$ cat config.mk
export PLATFORM = sky130hd
export DESIGN_NAME = date_string_parse_validate_unit
export DESIGN_NICKNAME = d
export VERILOG_FILES = /design/src/rtl/core/dspv_pkg.sv /design/src/rtl/core/dspv_capture.sv /design/src/rtl/core/dspv_decode.sv /design/src/rtl/core/date_string_parse_validate_unit.sv
export SDC_FILE = /design/constraint.sdc
export NUM_CORES = 1
export LEC_CHECK = 0
export ABC_AREA = 0
export BUFFER_PORTS_ARGS = -buffer_cell sky130_fd_sc_hd__buf_2
export CAP_MARGIN = 20
export CORE_UTILIZATION = 56
export CTS_BUF_LIST = sky130_fd_sc_hd__clkbuf_8
export CTS_CLUSTER_SIZE = 8
export DETAILED_ROUTE_END_ITERATION = 8
export PLACE_DENSITY = 0.71
export SLEW_MARGIN = 15
export SYNTH_ARGS = -nofsm -noshare
export SYNTH_HDL_FRONTEND = slang
export SYNTH_HIERARCHICAL = 1
export SYNTH_SLANG_ARGS = --single-unit
$ cat constraint.sdc
create_clock -name i_clk -period 6.8 [get_ports i_clk]
set_input_delay 0 -clock i_clk [delete_from_list [all_inputs] [get_ports i_clk]]
set_output_delay 0 -clock i_clk [all_outputs]
set_load 0.05 [all_outputs]
$ cat src/rtl/core/dspv_pkg.sv
// Shared types, constants and helpers for the date string parse and validate unit.
// Used by dspv_capture, dspv_decode and date_string_parse_validate_unit.
package dspv_pkg;

    localparam int unsigned DateLen  = 10;
    localparam int unsigned CountSat = 11;
    localparam int unsigned StoreLen = DateLen - 1;
    localparam int unsigned CntW     = $clog2(CountSat + 1);
    localparam int unsigned IdxW     = $clog2(StoreLen);

    localparam logic [7:0] ChDot   = 8'h2e;
    localparam logic [7:0] ChDash  = 8'h2d;
    localparam logic [7:0] ChZero  = 8'h30;
    localparam logic [7:0] ChNine  = 8'h39;

    localparam logic [6:0] MaxMonth   = 7'd12;
    localparam logic [6:0] MaxDay     = 7'd31;
    localparam logic [6:0] MaxDayShrt = 7'd30;
    localparam logic [6:0] MaxDayFeb  = 7'd29;

    localparam logic [6:0] MonFeb = 7'd2;
    localparam logic [6:0] MonApr = 7'd4;
    localparam logic [6:0] MonJun = 7'd6;
    localparam logic [6:0] MonSep = 7'd9;
    localparam logic [6:0] MonNov = 7'd11;

    typedef logic [DateLen-1:0][7:0] t_text;

    typedef enum logic [1:0] {
        ST_OK      = 2'd0,
        ST_BAD_LEN = 2'd1,
        ST_NO_FORM = 2'd2,
        ST_INVALID = 2'd3
    } t_status;

    typedef struct packed {
        logic        found;
        logic        valid_date;
        logic [4:0]  day;
        logic [3:0]  month;
        logic [13:0] year;
    } t_dec;

    function automatic logic is_dig(input logic [7:0] c);
        return (c >= ChZero) && (c <= ChNine);
    endfunction

endpackage

$ cat src/rtl/core/dspv_capture.sv
// Character store, length count and snapshot register for one finished string.
// Depends on dspv_pkg.
module dspv_capture (
    input  logic                 i_clk,
    input  logic                 i_rst_n,
    input  logic                 i_valid,
    input  logic [7:0]           i_character,
    input  logic                 i_last_char,
    input  logic                 i_advance,
    output logic                 o_stall,
    output logic                 o_snap_valid,
    output logic                 o_len_ok,
    output dspv_pkg::t_text      o_text
);
    import dspv_pkg::*;

    logic [7:0]      r_store [StoreLen];
    logic [CntW-1:0] r_count;
    logic [CntW-1:0] n_count;
    logic            r_snap_valid;
    logic            r_len_ok;
    t_text           r_text;
    t_text           n_text;
    logic            accept;

    assign o_stall      = r_snap_valid && !i_advance;
    assign accept       = i_valid && !o_stall;
    assign o_snap_valid = r_snap_valid;
    assign o_len_ok     = r_len_ok;
    assign o_text       = r_text;

    always_comb begin
        n_count = (r_count >= CntW'(CountSat)) ? CntW'(CountSat) : r_count + 1'b1;
        for (int i = 0; i < StoreLen; i++) begin
            n_text[i] = r_store[i];
        end
        n_text[DateLen-1] = i_character;
    end

    always_ff @(posedge i_clk) begin
        if (accept && (r_count < CntW'(StoreLen))) begin
            r_store[r_count[IdxW-1:0]] <= i_character;
        end
        if (accept && i_last_char) begin
            r_text   <= n_text;
            r_len_ok <= (r_count == CntW'(DateLen - 1));
        end
    end

    always_ff @(posedge i_clk) begin
        if (!i_rst_n) begin
            r_count      <= '0;
            r_snap_valid <= 1'b0;
        end else begin
            if (accept) begin
                r_count <= i_last_char ? '0 : n_count;
            end
            if (accept && i_last_char) begin
                r_snap_valid <= 1'b1;
            end else if (i_advance) begin
                r_snap_valid <= 1'b0;
            end
        end
    end

endmodule

$ cat src/rtl/core/dspv_decode.sv
// Pattern match, digit conversion and calendar check of a ten-character snapshot.
// Depends on dspv_pkg.
module dspv_decode (
    input  dspv_pkg::t_text i_text,
    output dspv_pkg::t_dec  o_dec
);
    import dspv_pkg::*;

    localparam logic [13:0] K1000 = 14'd1000;
    localparam logic [13:0] K100  = 14'd100;
    localparam logic [6:0]  K10   = 7'd10;

    logic       dmy_sep;
    logic       ymd_sep;
    logic       dmy_dig;
    logic       ymd_dig;
    logic       use_dmy;
    logic [3:0] dd_t, dd_o, mm_t, mm_o, y_th, y_hu, y_te, y_on;
    logic [6:0] day, month, y_lo, y_hi;
    logic [13:0] year;
    logic       leap;
    logic       short_mon;

    always_comb begin
        dmy_sep = ((i_text[2] == ChDot) && (i_text[5] == ChDot)) ||
                  ((i_text[2] == ChDash) && (i_text[5] == ChDash));
        ymd_sep = (i_text[4] == ChDot) && (i_text[7] == ChDot);
        dmy_dig = is_dig(i_text[0]) && is_dig(i_text[1]) && is_dig(i_text[3]) &&
                  is_dig(i_text[4]) && is_dig(i_text[6]) && is_dig(i_text[7]) &&
                  is_dig(i_text[8]) && is_dig(i_text[9]);
        ymd_dig = is_dig(i_text[0]) && is_dig(i_text[1]) && is_dig(i_text[2]) &&
                  is_dig(i_text[3]) && is_dig(i_text[5]) && is_dig(i_text[6]) &&
                  is_dig(i_text[8]) && is_dig(i_text[9]);
        use_dmy = dmy_sep && dmy_dig;

        if (use_dmy) begin
            dd_t = i_text[0][3:0];
            dd_o = i_text[1][3:0];
            mm_t = i_text[3][3:0];
            mm_o = i_text[4][3:0];
            y_th = i_text[6][3:0];
            y_hu = i_text[7][3:0];
            y_te = i_text[8][3:0];
            y_on = i_text[9][3:0];
        end else begin
            y_th = i_text[0][3:0];
            y_hu = i_text[1][3:0];
            y_te = i_text[2][3:0];
            y_on = i_text[3][3:0];
            mm_t = i_text[5][3:0];
            mm_o = i_text[6][3:0];
            dd_t = i_text[8][3:0];
            dd_o = i_text[9][3:0];
        end

        day   = 7'(dd_t) * K10 + 7'(dd_o);
        month = 7'(mm_t) * K10 + 7'(mm_o);
        y_hi  = 7'(y_th) * K10 + 7'(y_hu);
        y_lo  = 7'(y_te) * K10 + 7'(y_on);
        year  = 14'(y_th) * K1000 + 14'(y_hu) * K100 + 14'(y_lo);

        leap = (y_lo == 7'd0) ? (y_hi[1:0] == 2'b00) : (y_lo[1:0] == 2'b00);
        short_mon = (month == MonApr) || (month == MonJun) ||
                    (month == MonSep) || (month == MonNov);

        o_dec.found      = use_dmy || (ymd_sep && ymd_dig);
        o_dec.valid_date = !(month > MaxMonth) &&
                           !(day > MaxDay) &&
                           !((day > MaxDayShrt) && short_mon) &&
                           !((month == MonFeb) && (day > MaxDayFeb)) &&
                           !((month == MonFeb) && (day == MaxDayFeb) && !leap);
        o_dec.day   = day[4:0];
        o_dec.month = month[3:0];
        o_dec.year  = year;
    end

endmodule

$ cat src/rtl/core/date_string_parse_validate_unit.sv
// Date string parse and validate unit: top level with result register and stored date.
// Depends on dspv_pkg, dspv_capture and dspv_decode.
//
// Input channel: one ASCII character per transfer (i_character), i_last_char set on
// the final character of a string; transfer when i_valid is high and o_stall low.
// Output channel: one result per string, carrying the stored day, month and year
// after that string and a status code; transfer when o_valid is high and i_stall low.
// Strings may follow one another with no gap; a character is taken every cycle while
// o_stall is low. The result of a string goes through the snapshot register, then
// decode into the result register. Throughput: one character per cycle unless
// o_stall is high; one result per cycle at most.
// While a result waits under i_stall, one further finished string is held in the
// snapshot register; o_stall rises only when both are full.
// Reset clears the stored date to zero, the character count and both valid flags.
// Only strings of exactly ten characters in the forms DD.MM.YYYY, DD-MM-YYYY or
// YYYY.MM.DD update the stored date; a failed calendar check clears it.
module date_string_parse_validate_unit (
    input  logic        i_clk,
    input  logic        i_rst_n,
    input  logic        i_valid,
    output logic        o_stall,
    input  logic [7:0]  i_character,
    input  logic        i_last_char,
    output logic        o_valid,
    input  logic        i_stall,
    output logic [4:0]  o_day_out,
    output logic [3:0]  o_month_out,
    output logic [13:0] o_year_out,
    output logic [1:0]  o_status
);
    import dspv_pkg::*;

    logic        snap_valid;
    logic        len_ok;
    t_text       text;
    t_dec        dec;
    logic        advance;
    logic        r_out_valid;
    logic [4:0]  r_day;
    logic [3:0]  r_month;
    logic [13:0] r_year;
    t_status     r_status;

    assign advance = snap_valid && (!r_out_valid || !i_stall);

    dspv_capture u_capture (
        .i_clk        (i_clk),
        .i_rst_n      (i_rst_n),
        .i_valid      (i_valid),
        .i_character  (i_character),
        .i_last_char  (i_last_char),
        .i_advance    (advance),
        .o_stall      (o_stall),
        .o_snap_valid (snap_valid),
        .o_len_ok     (len_ok),
        .o_text       (text)
    );

    dspv_decode u_decode (
        .i_text (text),
        .o_dec  (dec)
    );

    always_ff @(posedge i_clk) begin
        if (!i_rst_n) begin
            r_out_valid <= 1'b0;
            r_day       <= '0;
            r_month     <= '0;
            r_year      <= '0;
            r_status    <= ST_OK;
        end else begin
            if (advance) begin
                r_out_valid <= 1'b1;
                if (!len_ok) begin
                    r_status <= ST_BAD_LEN;
                end else if (!dec.found) begin
                    r_status <= ST_NO_FORM;
                end else if (dec.valid_date) begin
                    r_day    <= dec.day;
                    r_month  <= dec.month;
                    r_year   <= dec.year;
                    r_status <= ST_OK;
                end else begin
                    r_day    <= '0;
                    r_month  <= '0;
                    r_year   <= '0;
                    r_status <= ST_INVALID;
                end
            end else if (!i_stall) begin
                r_out_valid <= 1'b0;
            end
        end
    end

    assign o_valid     = r_out_valid;
    assign o_day_out   = r_day;
    assign o_month_out = r_month;
    assign o_year_out  = r_year;
    assign o_status    = r_status;

endmodule

==> metrics.json <==
{
  "clkPwrFrac": 0.307,
  "hold_start": "i_rst_n",
  "synth_seq_area_share": 0.5864,
  "switching_share": 0.2595,
  "min_delay_path_depth": 2,
  "cp_num_buf_inv": 3,
  "grt_setup_unrepaired": "false",
  "final-hold-violation-count": 0,
  "postSynth.topFlopCell": "sky130_fd_sc_hd__edfxtp_1",
  "vias": 5223,
  "crit_arrival_ps": 6550,
  "synth_edf_count": 153,
  "grt_pass1_vias": 5327,
  "worstRegToRegCells": 23,
  "top_level_ports": 40,
  "slew_viol_final": 0,
  "achievable_clock_frequency_mhz": 162.5,
  "place_hpwl_um": 11900,
  "power_frac_seq": 0.523,
  "fin_cells": 928,
  "clock_sink_count": 184,
  "max-cap-violations": 0,
  "pwr_density_cell_mw_per_mm2": 244.2,
  "synth_area_mm2": 0.008894,
  "irDropWorstVdd_uv": 156.3,
  "initial_core_utilization": 0.5786,
  "cellLeakagePower_nw": 3.734,
  "drt-total-wl_um": 16320,
  "syn_avg_cell_area_um2": 13.75,
  "final_power_mw": 2.406,
  "required_ps": 7190,
  "cts.reportedPaths.clkPinSlew_ps": 90,
  "timing.critical_path.to_type": "flip-flop",
  "outcome": "finished, final reports clean",
  "clock_tree_from_tritoncts": "built",
  "placed_area_mm2": 0.009313,
  "timing.critical_path.max_delay_family": "adder cells",
  "crit-reg2reg-capture": "o_year_out[12]$_SDFFE_PN0P_",
  "finalNetCount": 795,
  "insertedDiodeCount": 0,
  "fin_worst_skew_ps": 11.90,
  "post-place-cells": 885,
  "io_buffers": 39,
  "place_worst_setup_slack_ps": 521.8,
  "route.detailed.drc": 0,
  "dieHeight_um": 128.0,
  "yosys_register_bits": 184,
  "fp.dieArea_mm2": 0.01639,
  "timing.setup.tns_ps": 0,
  "wl_met1_um": 7217,
  "switching_power_uw": 624.3,
  "cts_made_buffers": 17,
  "route.detailed.vias_per_inst": 5.628,
  "period_share": 0.9053,
  "wl_met2_um": 8042,
  "postCtsSetupRepairBufs": 0,
  "drive_gt1_frac": 0.1646,
  "worst_hold_end": "o_status[0]$_SDFFE_PN0P_",
  "placeableCoreArea_mm2": 0.01537,
  "worst_pin_slew_ps": 1097,
  "finalWorstSetupSlack_ps": 644.3,
  "worst_path_largest_cell_delay_ps": 500,
  "area.growth.synth_to_final_pct": 10.78,
  "synth.yosys.warnings": 6,
  "top_layer": "met4",
  "remaining_antenna_violation_count_after_routing": 0,
  "h-tree-depth": 4,
  "synth_nets": 736,
  "finalWeightedCongestion": 0.8853,
  "critical_path.startpoint_type": "flip-flop",
  "crit_path_cell_trace": "o21ai_0, nand4_1, nor4_2, nand2_1, mux2_2, ha_1, ha_1, inv_1, fa_1, or3b_1, xnor2_1, fa_1, inv_1, ha_1, inv_1, o21ai_0, a2111oi_0, nor3_1, a21o_1, a21oi_1, xnor2_1, nand3_1, mux2i_1",
  "asyncSetResetFlopFracSynth": 0,
  "internal-power_mw": 1.782,
  "drtIter0Drc": 277,
  "critical_path.max_fanout": 6,
  "slew_headroom": 0.2669,
  "global_route.overflow_total": 0,
  "cpMaxStageDelayCell": "sky130_fd_sc_hd__a2111oi_0",
  "timing_worst_setup_path_type": "reg -> reg",
  "setup_violations": 0,
  "worst_r2r_startpoint": "u_capture/o_text[25]$_DFFE_PP_",
  "grt_antenna_before_repair": 0,
  "worst_hold_path_type": "in -> reg",
  "final_common_cell": "sky130_fd_sc_hd__edfxtp_1",
  "floorplan.rows": 45,
  "average_wire_length_per_cell_after_detail_routing_um": 17.59,
  "timing.critical_path.from": "u_capture/o_text[25]$_DFFE_PP_",
  "r2r_setup_slack_ps": 640,
  "synth.distinct_cells": 71,
  "clockRootBuffer": "sky130_fd_sc_hd__clkbuf_8",
  "detailedRoute.firstPassIterationCount": 4,
  "mostFrequentLayoutCells": "sky130_fd_sc_hd__edfxtp_1, sky130_fd_sc_hd__ha_1, sky130_fd_sc_hd__inv_1",
  "worst_skew_pair.late_latency_ps": 450,
  "die_width_um": 128.0,
  "syn-instance-count": 647,
  "ctsLongestPathBuffers": 2,
  "post_route_cell_area_mm2": 0.009852,
  "global_route_wire_length_before_repair_um": 26050,
  "grt_start_max_net_pins": 83,
  "met3_wirelength_um": 620,
  "period_needed_ps": 6156,
  "global_routing_usage_summed_across_all_routing_layers": 0.2139,
  "power_frac_comb": 0.170
}
-- registers in the layout (all words and copies together) (netlist names) --
signal                  cells
o_day_out                   5
o_month_out                 4
o_status                    2
o_valid                     1
o_year_out                 14
u_capture/o_len_ok          1
u_capture/o_snap_valid      1
u_capture/o_text           80
u_capture/r_count           4
u_capture/r_store          72
-- Yosys cell counts (6+ instances only) --
cell,number,area (µm²)
sky130_fd_sc_hd__xor2_1,11,96.34
sky130_fd_sc_hd__nor3_1,10,50.05
sky130_fd_sc_hd__fa_1,19,380.4
sky130_fd_sc_hd__o21ai_0,18,90.09
sky130_fd_sc_hd__a21o_1,9,67.56
sky130_fd_sc_hd__inv_1,52,195.2
sky130_fd_sc_hd__mux2i_1,29,290.3
sky130_fd_sc_hd__nor4b_1,7,61.31
sky130_fd_sc_hd__nor2_1,17,63.81
sky130_fd_sc_hd__a21oi_1,16,80.08
sky130_fd_sc_hd__nand3_1,29,145.1
sky130_fd_sc_hd__dfxtp_1,31,620.6
sky130_fd_sc_hd__edfxtp_1,153,4594
sky130_fd_sc_hd__nand4b_1,6,52.55
sky130_fd_sc_hd__buf_2,6,30.03
sky130_fd_sc_hd__mux2_2,23,259.0
sky130_fd_sc_hd__nand2_1,42,157.7
sky130_fd_sc_hd__xnor2_1,18,157.7
sky130_fd_sc_hd__clkbuf_1,6,22.52
sky130_fd_sc_hd__ha_1,57,713.2
-- power by group through the flow --
stage / clock [mW] / sequential [mW] / combinational [mW]
after floorplan: 0 / 1.28 / 0.307
final: 0.739 / 1.26 / 0.409
after global placement: 0 / 1.28 / 0.392
after detailed placement: 0 / 1.28 / 0.403
after CTS: 0.756 / 1.26 / 0.410
after global routing: 0.799 / 1.26 / 0.457
-- timing repair --
item | in CTS | in global routing
hold buffers | 12 | 0
resized for setup | 0 | 2
endpoints found under the setup margin | 0 | 2
hold endpoints to repair | 88 | 0
-- stage by stage --
| step | hold slack (ps) | utilization |
|---|---|---|
| after floorplan | 98.87 | - |
| after global placement | 291.6 | 0.6054 |
| after detailed placement | 297.1 | 0.6059 |
| after CTS | 164.6 | 0.6400 |
| after global routing | 200.7 | 0.6409 |
| final | 193.9 | 0.6409 |
-- metal layers --
metal / global-route usage / vias to the layer above
met3: 0.04424 / 33
met1: 0.2652 / 2573
met4: 0.09273 / 0
met5: 0 / -
li1: - / 2502
met2: 0.3645 / 115
-- worst register-to-register path, delay by kind of cell (launching register included) --
kind / cells / cell delay [ps]
adders and majority gates: 5 / 1670
and+or+nand+nor: 6 / 1470
AOI/OAI and AO/OA: 5 / 1240
xor gates and xnor gates: 2 / 550
muxes: 2 / 520
DFF: 1 / 470
buffers and inverters: 3 / 190
-- cell type report --
type	instances	area, µm²
inverter	52	195.2
tap	211	264.0
clock buffer	17	234.0
multi-input combinational	393	3405
fill	1153	5519
timing repair buffer	58	367.9
clock inverter	13	171.4
sequential	184	5215
-- worst max-delay path by stage --
stage                                              to  slack (ps)  depth (start not counted)
final                     o_year_out[12]$_SDFFE_PN0P_         640                         23
after global routing      o_year_out[12]$_SDFFE_PN0P_           4                         24
after CTS                 o_year_out[12]$_SDFFE_PN0P_         500                         23
after detailed placement  o_year_out[12]$_SDFFE_PN0P_         520                         23
after global placement    o_year_out[12]$_SDFFE_PN0P_         780                         23
after floorplan           o_year_out[12]$_SDFFE_PN0P_         850                         25
-- cell families after synthesis --
group,synth area share
AOI/OAI and AO/OA,0.06458
muxes,0.06176
xor gates and xnor gates,0.02856
buffers and inverters,0.03573
and+or+nand+nor,0.1000
DFF,0.5864
adders and majority gates,0.1230
Power figures use the tool's default switching activity.
